<file path="src/rtl/sqp_pkg.sv">
package sqp_pkg;

	// Register indexes on the configuration write channel.
	localparam logic [1:0] CFG_SCALE = 2'd0;
	localparam logic [1:0] CFG_MODE  = 2'd1;

	// Clamp limits as magnitudes.
	localparam logic [7:0] HI_INT8 = 8'd127;
	localparam logic [7:0] HI_INT4 = 8'd7;

	// Quotient bits: one integer bit, 23 fraction bits, guard and round.
	localparam logic [4:0] QUO_LAST = 5'd25;

	typedef enum logic [1:0] {
		KIND_BAD,
		KIND_ZERO,
		KIND_DIV
	} kind_t;

	typedef struct packed {
		logic [31:0] value;
		logic        last;
		logic        int4;
		kind_t       kind;
	} item_t;

	typedef enum logic [2:0] {
		ST_IDLE,
		ST_NORM,
		ST_PRE,
		ST_DIV,
		ST_ROUND,
		ST_CODE,
		ST_PACK
	} state_t;

	// A scale is bad when it is not finite, negative, or zero of either sign.
	function automatic logic scale_bad(input logic [31:0] b);
		return (b[30:23] == 8'hff) || b[31] || (b[30:0] == 31'd0);
	endfunction

	// A value that is not finite, or is zero, always quantizes to zero.
	function automatic logic value_trivial(input logic [31:0] b);
		return (b[30:23] == 8'hff) || (b[30:0] == 31'd0);
	endfunction

endpackage

</file>
<file path="src/rtl/sqp_front.sv">
module sqp_front import sqp_pkg::*; (
	input  logic        clk,
	input  logic        arst_n,
	input  logic        s_tvalid,
	output logic        s_tready,
	input  logic [31:0] s_tdata,
	input  logic        s_tlast,
	input  logic [31:0] scale_bits,
	input  logic        bit_mode,
	output logic        q_valid,
	output item_t       q_item,
	input  logic        q_pop
);

	item_t      mem [2];
	logic       wr_q;
	logic       rd_q;
	logic [1:0] cnt_q;
	logic       push;
	item_t      item_in;

	assign s_tready = (cnt_q != 2'd2);
	assign push     = s_tvalid && s_tready;
	assign q_valid  = (cnt_q != 2'd0);
	assign q_item   = mem[rd_q];

	always_comb begin
		item_in.value = s_tdata;
		item_in.last  = s_tlast;
		item_in.int4  = bit_mode;
		if (scale_bad(scale_bits)) begin
			item_in.kind = KIND_BAD;
		end else if (value_trivial(s_tdata)) begin
			item_in.kind = KIND_ZERO;
		end else begin
			item_in.kind = KIND_DIV;
		end
	end

	always_ff @(posedge clk) begin
		if (push) begin
			mem[wr_q] <= item_in;
		end
	end

	always_ff @(posedge clk or negedge arst_n) begin
		if (!arst_n) begin
			wr_q  <= 1'b0;
			rd_q  <= 1'b0;
			cnt_q <= 2'd0;
		end else begin
			if (push) begin
				wr_q <= ~wr_q;
			end
			if (q_pop) begin
				rd_q <= ~rd_q;
			end
			cnt_q <= cnt_q + {1'b0, push} - {1'b0, q_pop};
		end
	end

endmodule

</file>
<file path="src/rtl/sqp_back.sv">
module sqp_back import sqp_pkg::*; (
	input  logic        clk,
	input  logic        arst_n,
	input  logic        q_valid,
	input  item_t       q_item,
	output logic        q_pop,
	input  logic [31:0] scale_bits,
	output logic        m_tvalid,
	input  logic        m_tready,
	output logic [7:0]  m_tdata,
	output logic        m_tlast,
	output logic        m_tuser
);

	state_t             state_q;
	state_t             state_d;
	item_t              item_q;
	logic [23:0]        nv_q;
	logic [23:0]        ns_q;
	logic signed [9:0]  ev_q;
	logic signed [9:0]  es_q;
	logic [25:0]        rem_q;
	logic [25:0]        quo_q;
	logic [4:0]         cnt_q;
	logic signed [9:0]  exp_q;
	logic [23:0]        man_q;
	logic [7:0]         code_q;
	logic [3:0]         held_q;
	logic               pend_q;
	logic               out_valid_q;
	logic [7:0]         out_code_q;
	logic               out_last_q;
	logic               out_bad_q;

	// Division step.
	logic               ge;
	logic [25:0]        rem_sub;
	// Mantissa rounding.
	logic               rnd_inc;
	logic [24:0]        rnd_sum;
	// Code extraction.
	logic [7:0]         hi;
	logic signed [9:0]  sh_w;
	logic [4:0]         sh;
	logic [4:0]         hidx;
	logic [23:0]        mask;
	logic [7:0]         t_int;
	logic               half;
	logic               rest;
	logic [8:0]         r9;
	logic [7:0]         mag;
	logic [7:0]         code_d;
	// Packing.
	logic               emit;
	logic [7:0]         pk_code;
	logic               pk_last;
	logic               pk_bad;
	logic [3:0]         held_d;
	logic               pend_d;
	logic               out_free;
	logic               pack_fire;

	assign m_tvalid = out_valid_q;
	assign m_tdata  = out_code_q;
	assign m_tlast  = out_last_q;
	assign m_tuser  = out_bad_q;
	assign out_free = !out_valid_q || m_tready;

	assign ge      = rem_q >= {2'b00, ns_q};
	assign rem_sub = ge ? (rem_q - {2'b00, ns_q}) : rem_q;

	assign rnd_inc = quo_q[1] && (quo_q[0] || (rem_q != 26'd0) || quo_q[2]);
	assign rnd_sum = {1'b0, quo_q[25:2]} + {24'd0, rnd_inc};

	always_comb begin
		hi     = item_q.int4 ? HI_INT4 : HI_INT8;
		sh_w   = 10'sd23 - exp_q;
		sh     = sh_w[4:0];
		hidx   = sh - 5'd1;
		mask   = (24'd1 << hidx) - 24'd1;
		t_int  = 8'(man_q >> sh);
		half   = man_q[hidx];
		rest   = (man_q & mask) != 24'd0;
		r9     = {1'b0, t_int} + {8'd0, half && (rest || t_int[0])};
		if (exp_q >= 10'sd128) begin
			mag = 8'd0;
		end else if (exp_q >= 10'sd8) begin
			mag = hi;
		end else if (exp_q < -10'sd1) begin
			mag = 8'd0;
		end else if (r9 > {1'b0, hi}) begin
			mag = hi;
		end else begin
			mag = r9[7:0];
		end
		code_d = item_q.value[31] ? (8'd0 - mag) : mag;
	end

	always_comb begin
		emit    = 1'b1;
		pk_code = code_q;
		pk_last = item_q.last;
		pk_bad  = 1'b0;
		held_d  = 4'd0;
		pend_d  = 1'b0;
		if (item_q.kind == KIND_BAD) begin
			pk_code = 8'd0;
			pk_bad  = 1'b1;
		end else if (item_q.int4) begin
			if (!pend_q) begin
				pk_code = {4'd0, code_q[3:0]};
				pk_last = 1'b1;
				if (!item_q.last) begin
					emit   = 1'b0;
					held_d = code_q[3:0];
					pend_d = 1'b1;
				end
			end else begin
				pk_code = {code_q[3:0], held_q};
			end
		end
		pack_fire = (state_q == ST_PACK) && (!emit || out_free);
	end

	always_comb begin
		state_d = state_q;
		q_pop   = 1'b0;
		unique case (state_q)
			ST_IDLE: begin
				if (q_valid) begin
					q_pop   = 1'b1;
					state_d = (q_item.kind == KIND_DIV) ? ST_NORM : ST_PACK;
				end
			end
			ST_NORM: begin
				if (nv_q[23] && ns_q[23]) begin
					state_d = ST_PRE;
				end
			end
			ST_PRE: state_d = ST_DIV;
			ST_DIV: begin
				if (cnt_q == 5'd0) begin
					state_d = ST_ROUND;
				end
			end
			ST_ROUND: state_d = ST_CODE;
			ST_CODE:  state_d = ST_PACK;
			ST_PACK: begin
				if (pack_fire) begin
					state_d = ST_IDLE;
				end
			end
			default: state_d = ST_IDLE;
		endcase
	end

	always_ff @(posedge clk or negedge arst_n) begin
		if (!arst_n) begin
			state_q <= ST_IDLE;
		end else begin
			state_q <= state_d;
		end
	end

	always_ff @(posedge clk) begin
		unique case (state_q)
			ST_IDLE: begin
				item_q <= q_item;
				code_q <= 8'd0;
				if (q_item.value[30:23] == 8'd0) begin
					nv_q <= {1'b0, q_item.value[22:0]};
					ev_q <= 10'sd1;
				end else begin
					nv_q <= {1'b1, q_item.value[22:0]};
					ev_q <= $signed({2'b00, q_item.value[30:23]});
				end
				if (scale_bits[30:23] == 8'd0) begin
					ns_q <= {1'b0, scale_bits[22:0]};
					es_q <= 10'sd1;
				end else begin
					ns_q <= {1'b1, scale_bits[22:0]};
					es_q <= $signed({2'b00, scale_bits[30:23]});
				end
			end
			ST_NORM: begin
				if (!nv_q[23]) begin
					nv_q <= {nv_q[22:0], 1'b0};
					ev_q <= ev_q - 10'sd1;
				end
				if (!ns_q[23]) begin
					ns_q <= {ns_q[22:0], 1'b0};
					es_q <= es_q - 10'sd1;
				end
			end
			ST_PRE: begin
				cnt_q <= QUO_LAST;
				quo_q <= 26'd0;
				if (nv_q < ns_q) begin
					rem_q <= {1'b0, nv_q, 1'b0};
					exp_q <= ev_q - es_q - 10'sd1;
				end else begin
					rem_q <= {2'b00, nv_q};
					exp_q <= ev_q - es_q;
				end
			end
			ST_DIV: begin
				quo_q <= {quo_q[24:0], ge};
				rem_q <= {rem_sub[24:0], 1'b0};
				cnt_q <= cnt_q - 5'd1;
			end
			ST_ROUND: begin
				if (rnd_sum[24]) begin
					man_q <= 24'h800000;
					exp_q <= exp_q + 10'sd1;
				end else begin
					man_q <= rnd_sum[23:0];
				end
			end
			ST_CODE: code_q <= code_d;
			ST_PACK: ;
			default: ;
		endcase
	end

	always_ff @(posedge clk or negedge arst_n) begin
		if (!arst_n) begin
			held_q      <= 4'd0;
			pend_q      <= 1'b0;
			out_valid_q <= 1'b0;
		end else begin
			if (pack_fire) begin
				held_q <= held_d;
				pend_q <= pend_d;
			end
			if (pack_fire && emit) begin
				out_valid_q <= 1'b1;
			end else if (m_tready) begin
				out_valid_q <= 1'b0;
			end
		end
	end

	always_ff @(posedge clk) begin
		if (pack_fire && emit) begin
			out_code_q <= pk_code;
			out_last_q <= pk_last;
			out_bad_q  <= pk_bad;
		end
	end

endmodule

</file>
<file path="src/rtl/symmetric_quantize_pack_top.sv">
// Channel   Direction  Handshake            Payload
// s_*       in         s_tvalid/s_tready    tdata[31:0] value_bits, tlast last_value
// m_*       out        m_tvalid/m_tready    tdata[7:0] code_byte, tlast last_byte,
//                                           tuser bad_scale
// cfg_*     in         cfg_valid/cfg_ready  cfg_index register, cfg_data value
//
// A value that needs the divide holds the back end through these steps in order: it is
// taken from the queue, normalized by one-bit shifts (more than one shift only for subnormal
// operands), set up, divided by the bit-serial restoring divider, then rounded, coded and
// packed. Bad-scale, zero and non-finite values go from the queue straight to the pack step.
// The front queue holds two transactions, so input is accepted while the back end divides
// or the output register waits, until the queue fills. Reset is asynchronous and clears
// the queue, the held nibble and output valid; registers return to scale 1.0 and INT4 mode.
module symmetric_quantize_pack_top import sqp_pkg::*; (
	input  logic        clk,
	input  logic        arst_n,
	input  logic        s_tvalid,
	output logic        s_tready,
	input  logic [31:0] s_tdata,    // value_bits
	input  logic        s_tlast,
	output logic        m_tvalid,
	input  logic        m_tready,
	output logic [7:0]  m_tdata,    // code_byte
	output logic        m_tlast,
	output logic        m_tuser,    // bad_scale
	input  logic        cfg_valid,
	output logic        cfg_ready,
	input  logic [1:0]  cfg_index,
	input  logic [31:0] cfg_data
);

	logic [31:0] scale_q;
	logic        mode_q;
	logic        q_valid;
	item_t       q_item;
	logic        q_pop;

	// Configuration transactions are always taken; unknown indexes are dropped.
	assign cfg_ready = 1'b1;

	always_ff @(posedge clk or negedge arst_n) begin
		if (!arst_n) begin
			scale_q <= 32'h3f800000;
			mode_q  <= 1'b1;
		end else if (cfg_valid) begin
			if (cfg_index == CFG_SCALE) begin
				scale_q <= cfg_data;
			end else if (cfg_index == CFG_MODE) begin
				mode_q <= cfg_data[0];
			end
		end
	end

	// The front end classifies each value against the current scale and queues it.
	sqp_front u_front (
		.clk        (clk),
		.arst_n     (arst_n),
		.s_tvalid   (s_tvalid),
		.s_tready   (s_tready),
		.s_tdata    (s_tdata),
		.s_tlast    (s_tlast),
		.scale_bits (scale_q),
		.bit_mode   (mode_q),
		.q_valid    (q_valid),
		.q_item     (q_item),
		.q_pop      (q_pop)
	);

	// The back end divides, rounds, clamps and packs into the output register.
	sqp_back u_back (
		.clk        (clk),
		.arst_n     (arst_n),
		.q_valid    (q_valid),
		.q_item     (q_item),
		.q_pop      (q_pop),
		.scale_bits (scale_q),
		.m_tvalid   (m_tvalid),
		.m_tready   (m_tready),
		.m_tdata    (m_tdata),
		.m_tlast    (m_tlast),
		.m_tuser    (m_tuser)
	);

endmodule

</file>
<file path="config.mk">
export PLATFORM = sky130hd
export DESIGN_NAME = symmetric_quantize_pack_top
export DESIGN_NICKNAME = d
export VERILOG_FILES = /design/src/rtl/sqp_pkg.sv /design/src/rtl/sqp_front.sv /design/src/rtl/sqp_back.sv /design/src/rtl/symmetric_quantize_pack_top.sv
export SDC_FILE = /design/constraint.sdc
export NUM_CORES = 1
export LEC_CHECK = 0
export ABC_AREA = 1
export BUFFER_PORTS_ARGS = -buffer_cell sky130_fd_sc_hd__buf_2
export CORE_MARGIN = 8
export CORE_UTILIZATION = 30
export CTS_BUF_LIST = sky130_fd_sc_hd__clkbuf_2 sky130_fd_sc_hd__clkbuf_4 sky130_fd_sc_hd__clkbuf_8
export CTS_CLUSTER_SIZE = 16
export DETAILED_ROUTE_END_ITERATION = 10
export SLEW_MARGIN = 25
export SYNTH_ARGS = -nofsm -noshare
export SYNTH_HDL_FRONTEND = slang
export SYNTH_SLANG_ARGS = --single-unit
</file>
<file path="constraint.sdc">
create_clock -name clk -period 5.4 [get_ports clk]
set_input_delay 1.08 -clock clk [delete_from_list [all_inputs] [get_ports clk]]
set_output_delay 1.08 -clock clk [all_outputs]
set_load 0.05 [all_outputs]
</file>
==> out/summary.txt, run 1 <==
Synth top cells by count: nand2_1 (411), nor2_1 (266), inv_1 (261)
M1 GR Usage: 17.0%
Simple-Gate Fraction of Synth Area: 22.4%
setup TNS: 0 ns
RSZ-0062 raised after global routing: no
Req. time, crit path: 5.74 ns
Remaining DRCs: 0
worst r2r path cells: 34
register area share after synthesis: 48.0%
peak per-stage delay on the critical path: 0.46 ns
switching share of total power: 47.1%
most common cell in the netlist: nand2_1
Synth Area in Adders: 5.62%
IO Pins: 85
Area growth syn-to-layout: 12.9%
via/cell ratio: 4.84
run status: finished, final reports clean
non-filler cells, final: 3037
Leakage Power: 8.85 nW
endpoints failing hold: 0
post-synthesis instance area: 18300 µm²
initial core utilization: 30.3%
GRT Overall Usage: 13.2%
M3 GR Usage: 1.56%
min-delay src: scale_q[31]$_DFFE_PN0P_
hold_buf cts: 0
GRT busiest layer: met2
main combinational cell family by area after synthesis: simple AND/OR/NAND/NOR gates
Post-synth EDFFs: 254
mux share of post-synthesis cell area: 1.29%
WL/cell: 15.5 µm
post-synthesis cell type count: 66
placer congestion estimate: 0.879
H-Tree Depth: 2
CP startpoint kind: register
area of the die: 69200 µm²
sequential share of power: 30.0%
Detail Placement HPWL: 35.2 mm
Yosys top cell by area: edfxtp_1
fin nets: 2372
Switching Power: 6.73 mW
Final Max Tran Viols: 0
fin crit period: 4.86 ns
crit end category: register
worst skew pair latency: 0.59 ns
Register-to-Register Setup Slack: 0.54 ns
Post-synth ARST share: 15.3%
dominant synthesized flop cell: edfxtp_1
Worst-path clk slew: 0.07 ns
Setup-failing EPs final: 0
post-synthesis xor/xnor area fraction: 3.25%
Worst R2R End: u_back.code_q[6]$_SDFFCE_PN0P_
core area: 60400 µm²
Reg area: 8790 µm²
Layout Skew: 0.0187 ns
hold endpoint: scale_q[31]$_DFFE_PN0P_
die height: 263 µm
number of diodes: 0
worst r2r src: u_back.exp_q[0]$_DFFE_PP_
yosys warns: 0
ANT nets after route: 0
top cells by area, synth: edfxtp_1 (42%), nand2_1 (8.4%), nor2_1 (5.5%)
Hold Path Cell Cnt: 1
fillcell total: 6277
VDD IR max: 0.319 mV
CP arrival: 5.20 ns
clock tree buffer depth: 3
met2 Usage GRT: 22.9%
Avg Inst Size Synth: 8.62 µm²
pin slew with the least headroom to its limit: 0.920 ns
area of the multi-input gates: 8210 µm²
Slew Limit Headroom: 38.1%
CTS tree: built
Slowest-stage cell, CP: edfxtp_1
Fmax achieved: 0.206 GHz
gr ovfl total: 0
layout cells sized above 1: 12.9%
Synth Register Bits: 300
P_int: 7.56 mW
cts bufs inserted: 45
Max Cap Viol: 0
PortBufs: 83
top-area cell type share of the netlist area: 41.6%
root buf cell: clkbuf_8
Net Count, Synth: 2278
vias in the first global route: 14613
Synth Area in Compound Gates: 12.0%
via count: 14702
largest net degree at the start of global routing: 58
Finished Core Util: 34.3%
critical path type: register to register
first-pass GRT wire length: 76.3 mm
drt total wl: 47.2 mm
die width: 263 µm
fin crit share: 90.0%
Post-Syn Instances: 2125
Top cell by count, worst path: nand2_1
DRT iter0 DRCs: 1100
Clock Sinks: 300
combinational fraction of design power: 55.4%
cell row count: 90
placed cells: 2951
DR pass1 iterations: 5
initial antenna violation count: 0
Clock Power Share: 14.6%
min-delay worst type: register to register
crit-path max FO: 8
Power Dens Cells: 691 nW/µm²
## state kept, by name (all words and copies together), names as in the netlist, 4 cells and up
name and flops:
u_back.ev_q 10, u_back.man_q 24, u_back.held_q 4, u_back.exp_q 10, u_back.m_tdata 8, u_back.nv_q 24, u_back.item_q 5, u_back.cnt_q 5
u_back.quo_q 26, u_back.rem_q 26, u_back.es_q 10, u_back.ns_q 24, scale_q 32, u_front.mem 72, u_back.code_q 8
## metrics by stage
stage	area, µm²	setup slack (ns)	hold slack [ns]	power [mW]
6_report	20700	0.537	0.512	14.3
2_1_floorplan	18300	0.741	0.470	10.2
4_1_cts	20600	0.338	0.512	14.3
5_1_grt	20700	0.0264	0.530	15.6
3_3_place_gp	19600	0.510	0.496	12.0
3_5_place_dp	19600	0.372	0.498	12.2
## per-layer routing
layer	vias to the layer above	part of all wire, %	wire (µm)
li1	7437	-	-
met1	6818	46	21500
met2	375	48	22600
met3	72	4.2	1970
met4	0	2.3	1080
met5	-	0	0
## cells by family after synthesis
group | after synthesis
compound gates | 387
xor+xnor | 68
fa+ha+maj | 81
buf+inv | 334
flops | 300
mux | 22
other cells | 1
simple gates | 932
## power by group through the flow
stage / clock network [mW] / logic (mW) / registers (mW)
final: 2.08 / 7.92 / 4.30
after global routing: 2.22 / 8.98 / 4.38
after CTS: 2.14 / 7.88 / 4.30
after detailed placement: 0 / 7.82 / 4.34
after global placement: 0 / 7.67 / 4.32
after floorplan: 0 / 6.02 / 4.20
## worst max-delay path, delay by kind of cell (launching register included)
kind / cells / cell delay [ns]
simple gates: 20 / 1.95
flops: 1 / 0.46
fa+ha+maj: 4 / 0.95
compound gates: 3 / 0.44
buf+inv: 6 / 0.59
xor+xnor: 1 / 0.23
## cells in the final DEF, fill, tap and decap left out, drive strengths merged, types with 6 or more instances in the layout
| cell | instances |
|---|---|
| a21oi | 123 |
| a31oi | 14 |
| buf | 111 |
| clkbuf | 62 |
| clkinv | 17 |
| dfrtp | 38 |
| dfstp | 8 |
| edfxtp | 254 |
| ha | 79 |
| inv | 269 |
| mux2 | 13 |
| mux2i | 9 |
| nand2 | 425 |
| nand3 | 109 |
| nand4 | 24 |
| nor2 | 285 |
| nor3 | 39 |
| nor4 | 24 |
| o211ai | 7 |
| o21ai | 156 |
| o221ai | 6 |
| o22ai | 34 |
| o31ai | 12 |
| o32ai | 13 |
| or2 | 12 |
| xnor2 | 21 |
| xor2 | 47 |
## layout make-up
type                            count  area share (%)
Sequential cell                   300            42.5
Multi-Input combinational cell   1491            39.7
Inverter                          270            4.94
Tap cell                          782            4.73
Clock buffer                       62            3.76
Timing Repair Buffer              111            3.24
Clock inverter                     21            1.11
## repair_timing
action / 4_1_cts / 5_1_grt
endpoints found under the setup margin: 0 / 4
setup buffers: 0 / 3
endpoints found under the hold margin: 0 / 0
gates resized for setup: 0 / 2
## worst max path at each step
stage | startpoint | endpoint
after CTS | u_back.exp_q[0]$_DFFE_PP_ | u_back.code_q[6]$_SDFFCE_PN0P_
after global placement | u_back.exp_q[0]$_DFFE_PP_ | u_back.code_q[6]$_SDFFCE_PN0P_
after detailed placement | u_back.exp_q[0]$_DFFE_PP_ | u_back.code_q[6]$_SDFFCE_PN0P_
after floorplan | u_back.exp_q[1]$_DFFE_PP_ | u_back.code_q[6]$_SDFFCE_PN0P_
after global routing | u_back.exp_q[0]$_DFFE_PP_ | u_back.code_q[6]$_SDFFCE_PN0P_
final | u_back.exp_q[0]$_DFFE_PP_ | u_back.code_q[6]$_SDFFCE_PN0P_
Power figures use the tool's default switching activity.
==> inputs of run 2 (changes only) <==
--- a/config.mk
+++ b/config.mk
@@ -8,10 +8,11 @@
 export ABC_AREA = 1
 export BUFFER_PORTS_ARGS = -buffer_cell sky130_fd_sc_hd__buf_2
 export CORE_MARGIN = 8
-export CORE_UTILIZATION = 30
+export CORE_UTILIZATION = 50
 export CTS_BUF_LIST = sky130_fd_sc_hd__clkbuf_2 sky130_fd_sc_hd__clkbuf_4 sky130_fd_sc_hd__clkbuf_8
 export CTS_CLUSTER_SIZE = 16
 export DETAILED_ROUTE_END_ITERATION = 10
+export PLACE_DENSITY = 0.67
 export SLEW_MARGIN = 25
 export SYNTH_ARGS = -nofsm -noshare
 export SYNTH_HDL_FRONTEND = slang
==> run 2 against run 1 <==
- register-to-register slack lost 0.05 ns
- highest routed layer unchanged
- sequential power is essentially flat
- clock power is essentially flat
- routed wire length shrank 2.6%
- die area shrank 38%
- sequential cell count is the same
- sequential share of layout area grew 0.81 points
- clock-buffer cell count grew 4
- first-iteration DRC count shrank 8.0%
==> out/summary.txt, run 2 (synthesized netlist as in run 1, its figures left out) <==
run status: finished, final reports clean
CP startpoint kind: register
Worst R2R End: u_back.code_q[6]$_SDFFCE_PN0P_
pin slew with the least headroom to its limit: 0.981 ns
Final Max Tran Viols: 0
fillcell total: 3263
capture point of the worst path: u_back.code_q[6]$_SDFFCE_PN0P_
die height: 207 µm
worst r2r path cells: 32
layout cells sized above 1: 12.9%
root buf cell: clkbuf_8
placer congestion estimate: 0.917
Remaining DRCs: 0
Finished Core Util: 55.8%
DRT iter0 DRCs: 1012
critical path type: register to register
area of the die: 43000 µm²
Register-to-Register Setup Slack: 0.49 ns
largest net degree at the start of global routing: 58
peak per-stage delay on the critical path: 0.47 ns
min-delay worst type: register to register
Fmax achieved: 0.204 GHz
fin nets: 2375
ANT nets after route: 0
RSZ-0062 raised after global routing: no
drt total wl: 46.0 mm
fin crit period: 4.91 ns
VDD IR max: 0.316 mV
DR pass1 iterations: 5
first-pass GRT wire length: 75.4 mm
Leakage Power: 8.85 nW
clock tree buffer depth: 3
Area growth syn-to-layout: 10.8%
register with the most flip-flops: u_front.mem
CTS tree: built
max FFs per register: 72
most frequent cells in the layout: nand2_1 (410), nor2_1 (262), inv_1 (261)
PortBufs: 83
Clock Sinks: 300
Req. time, crit path: 5.72 ns
core area: 36300 µm²
via count: 14935
fin crit share: 90.9%
CP delay by family, top: simple AND/OR/NAND/NOR gates
IO Pins: 85
worst r2r src: u_back.exp_q[0]$_DFFE_PP_
Worst-path clk slew: 0.07 ns
initial antenna violation count: 0
number of diodes: 0
cell row count: 70
via/cell ratio: 5.48
die width: 207 µm
Max Cap Viol: 0
Slowest-stage cell, CP: edfxtp_1
Layout Skew: 0.0255 ns
largest registers: u_front.mem: 72 flops, scale_q: 32 flops
crit-path max FO: 42
initial core utilization: 50.4%
GRT Overall Usage: 21.0%
Top cell by count, worst path: nand2_1
cts bufs inserted: 47
CP arrival: 5.23 ns
commonest non-fill, non-tap cell in the layout: nand2_1
WL/cell: 16.9 µm
Power Dens Cells: 702 nW/µm²
Slew Limit Headroom: 34.3%
Setup-failing EPs final: 0
gr ovfl total: 0
worst skew pair latency: 0.60 ns
setup TNS: 0 ns
H-Tree Depth: 2
endpoints failing hold: 0
vias in the first global route: 14788
CP bufs+invs: 5
Crit path depth: 32
Worst Setup SP: u_back.exp_q[0]$_DFFE_PP_
Detail Placement HPWL: 33.9 mm
crit end category: register
[run 2: cell count changes in the layout (fill, tap and decap cells not counted), moves of 2 or more]
| cell | delta |
|---|---|
| clkbuf_8 | +5 |
| buf_16 | -2 |
| clkinv_2 | -4 |
| buf_12 | +2 |
| buf_4 | +2 |
[run 2: worst min-delay path, cell delays in order (launching register included)]
cell and delay [ns]:
dfstp_2 0.37, inv_1 0.08, a21oi_1 0.06
[run 2: repair_timing]
item                                    CTS  global route
buffers inserted                          0             5
gates resized for setup                   0             1
endpoints found under the setup margin    0             1
hold buffers                              0             0
[run 2: power breakdown]
part	total (mW)	leakage, nW	internal [mW]	switching (mW)
Sequential	4.32	2.91	3.73	0.597
Combinational	7.82	5.39	2.64	5.18
Clock	2.10	0.547	1.20	0.897
Total	14.2	8.85	7.57	6.67
[run 2: worst min path at each step]
stage                                       startpoint  depth (start not counted)                            to
final                          scale_q[27]$_DFFE_PN1P_                          2       scale_q[27]$_DFFE_PN1P_
after global routing      u_back.held_q[1]$_DFFE_PN0P_                          2  u_back.held_q[1]$_DFFE_PN0P_
after CTS                      scale_q[28]$_DFFE_PN1P_                          2       scale_q[28]$_DFFE_PN1P_
after detailed placement       scale_q[28]$_DFFE_PN1P_                          2       scale_q[28]$_DFFE_PN1P_
after global placement         scale_q[27]$_DFFE_PN1P_                          2       scale_q[27]$_DFFE_PN1P_
after floorplan                     mode_q$_DFFE_PN1P_                          2            mode_q$_DFFE_PN1P_
[run 2: cell type report]
| cell class | count | area (µm²) | share of cell area (%) |
|---|---|---|---|
| clock inverter | 18 | 191 | 0.943 |
| clock buffer | 66 | 840 | 4.14 |
| sequential | 300 | 8790 | 43.3 |
| tap | 468 | 586 | 2.89 |
| inverter | 270 | 1020 | 5.03 |
| timing repair buffer | 112 | 658 | 3.24 |
| multi-input combinational | 1491 | 8210 | 40.4 |
[run 2: layer usage]
metal  track usage [%]  routed length [µm]  vias to the layer above
li1                  -                   -                     7427
met1              27.8               20900                     7001
met2              35.4               21600                      423
met3              2.70                2290                       84
met4              6.56                1170                        0
met5                 0                   0                        -
[run 2: metrics by stage]
| stage | setup slack (ns) | instance area [µm²] | total power [mW] | cells | hold WS [ns] |
|---|---|---|---|---|---|
| after floorplan | 0.741 | 18300 | 10.2 | 2125 | 0.470 |
| after detailed placement | 0.496 | 19200 | 12.1 | 2636 | 0.503 |
| final | 0.490 | 20300 | 14.2 | 2725 | 0.515 |
| after global placement | 0.628 | 19200 | 11.9 | 2634 | 0.501 |
| after global routing | 0.0180 | 20300 | 15.5 | 2725 | 0.541 |
| after CTS | 0.440 | 20300 | 14.2 | 2720 | 0.511 |
==> inputs of run 3 (changes only) <==
--- a/config.mk
+++ b/config.mk
@@ -16,4 +16,5 @@
 export SLEW_MARGIN = 25
 export SYNTH_ARGS = -nofsm -noshare
 export SYNTH_HDL_FRONTEND = slang
+export SYNTH_HIERARCHICAL = 1
 export SYNTH_SLANG_ARGS = --single-unit
==> run 3 against run 2 <==
- synthesized cell count grew 3.7%
- final area grew 3.3%
- final cell count grew 4.9%
- worst hold slack lost 0.038 ns
- highest routed layer unchanged
- largest cell class unchanged
==> out/summary.txt, run 3 <==
run status: finished, final reports clean
RSZ-0062 raised after global routing: no
DR pass1 iterations: 5
Slew Limit Headroom: 25.6%
post-synthesis instance area: 18900 µm²
gr ovfl total: 0
die width: 211 µm
register with the most flip-flops: u_front/mem
WL/cell: 16.9 µm
worst r2r path cells: 37
Simple-Gate Fraction of Synth Area: 24.1%
Setup-failing EPs final: 0
mux share of post-synthesis cell area: 2.72%
commonest non-fill, non-tap cell in the layout: nand2_1
largest registers: u_front/mem: 72 flops, scale_q: 32 flops
max FFs per register: 72
PortBufs: 83
Hold Path Cell Cnt: 2
Post-synth EDFFs: 254
hold_buf cts: 0
GRT Overall Usage: 21.6%
area of the die: 44300 µm²
via/cell ratio: 5.42
core area: 37500 µm²
Top cell by count, worst path: nand2_1
Detail Placement HPWL: 36.3 mm
most frequent cells in the layout: nand2_1 (488), edfxtp_1 (254), inv_1 (244)
fin nets: 2457
pin slew with the least headroom to its limit: 1.11 ns
Clock Sinks: 300
Net Count, Synth: 2358
Synth Area in Adders: 5.50%
initial antenna violation count: 1
VDD IR max: 0.327 mV
Req. time, crit path: 5.77 ns
Area growth syn-to-layout: 10.8%
Remaining DRCs: 0
worst skew pair latency: 0.63 ns
Layout Skew: 0.0230 ns
drt total wl: 48.4 mm
yosys warns: 6
fillcell total: 3428
CP startpoint kind: register
H-Tree Depth: 2
dominant synthesized flop cell: edfxtp_1
critical path type: register to register
number of diodes: 0
main combinational cell family by area after synthesis: simple AND/OR/NAND/NOR gates
Fmax achieved: 0.208 GHz
DRT iter0 DRCs: 1231
Leakage Power: 9.21 nW
Max Cap Viol: 0
Synth top cells by count: nand2_1 (489), edfxtp_1 (254), inv_1 (244)
crit-path max FO: 36
Slowest-stage cell, CP: edfxtp_1
Synth Area in Compound Gates: 11.0%
peak per-stage delay on the critical path: 0.41 ns
crit end category: register
endpoints failing hold: 0
IO Pins: 85
initial core utilization: 50.5%
first-pass GRT wire length: 77.5 mm
Post-synth ARST share: 15.3%
Synth Register Bits: 300
top-area cell type share of the netlist area: 40.3%
cts bufs inserted: 52
post-synthesis cell type count: 62
register area share after synthesis: 46.5%
root buf cell: clkbuf_8
largest net degree at the start of global routing: 69
Yosys top cell by area: edfxtp_1
cell row count: 71
placer congestion estimate: 0.932
setup TNS: 0 ns
via count: 15484
layout cells sized above 1: 14.4%
CTS tree: built
vias in the first global route: 14925
Power Dens Cells: 725 nW/µm²
ANT nets after route: 0
post-synthesis xor/xnor area fraction: 2.92%
min-delay worst type: register to register
die height: 211 µm
Min Hold Slack: 0.477 ns
fin crit period: 4.80 ns
fin crit share: 89.0%
CP arrival: 5.18 ns
most common cell in the netlist: nand2_1
Final Max Tran Viols: 0
Avg Inst Size Synth: 8.58 µm²
clock tree buffer depth: 3
Worst-path clk slew: 0.06 ns
top cells by area, synth: edfxtp_1 (40%), nand2_1 (9.7%), ha_1 (5.3%)
Post-Syn Instances: 2204
==> run 3: worst max-delay path, delay by kind of cell, from the launching register on <==
family                     cells  cell delay, ns
AOI/OAI and AO/OA              4            0.43
xor gates and xnor gates       1            0.22
adders and majority gates      3            0.60
buffers and inverters          7            0.78
DFF                            1            0.41
and+or+nand+nor               22            2.12
==> run 3: cell type report <==
type	instances	area (µm²)	area share [%]
Tap cell	511	639	3.05
Multi-Input combinational cell	1580	8780	41.9
Timing Repair Buffer	110	654	3.12
Inverter	259	975	4.65
Clock buffer	85	1050	5.01
Clock inverter	13	70.1	0.334
Sequential cell	300	8790	41.9
==> run 3: routing by layer <==
metal  track usage (%)  up-vias  part of all wire (%)
met2              33.2      501                    44
met3              4.84      102                   7.1
met1              29.5     7183                    46
met5                 0        -                     0
met4              8.08        0                   3.1
li1                  -     7698                     -
==> run 3: stage by stage <==
step	cells	setup WS [ns]	total power [mW]	utilization (%)	area, µm²
5_1_grt	2858	0.0377	16.5	55.9	21000
2_1_floorplan	2204	0.817	10.9	-	18900
6_report	2858	0.595	15.2	55.9	21000
3_5_place_dp	2753	0.433	12.9	52.7	19700
4_1_cts	2851	0.420	15.1	55.6	20900
3_3_place_gp	2753	0.591	12.7	52.7	19700
==> run 3: path summary, 6_finish.rpt <==
kind,startpoint,to,slack (ns)
min,scale_q[31]$_DFFE_PN0P_,scale_q[31]$_DFFE_PN0P_,0.48
max,u_back/exp_q[0]$_DFFE_PP_,u_back/code_q[6]$_SDFFCE_PN0P_,0.60
min reg2reg,scale_q[31]$_DFFE_PN0P_,scale_q[31]$_DFFE_PN0P_,0.48
max in group asynchronous,arst_n,u_front/rd_q$_DFFE_PN0P_,4.35
max reg2reg,u_back/exp_q[0]$_DFFE_PP_,u_back/code_q[6]$_SDFFCE_PN0P_,0.60
min in group asynchronous,arst_n,u_back/state_q[1]$_DFFE_PN0P_,0.55
==> run 3: cell families after synthesis <==
logic type,Yosys count
XOR/XNOR,63
multiplexers,36
flip-flops,300
other,1
buffers and inverters,324
adder cells (fa/ha/maj),82
AO/OA/AOI/OAI,374
AND/OR/NAND/NOR,1024
==> run 3: what timing repair did <==
action,in CTS,in global routing
endpoints found under the hold margin,0,0
setup buffers,0,5
gates resized for setup,0,5
setup endpoints to repair,0,2
==> run 3: report_power, final <==
group	internal, mW	total (mW)	switching [mW]
sequential	3.75	4.34	0.588
combinational	3.00	8.68	5.68
clock	1.23	2.17	0.940
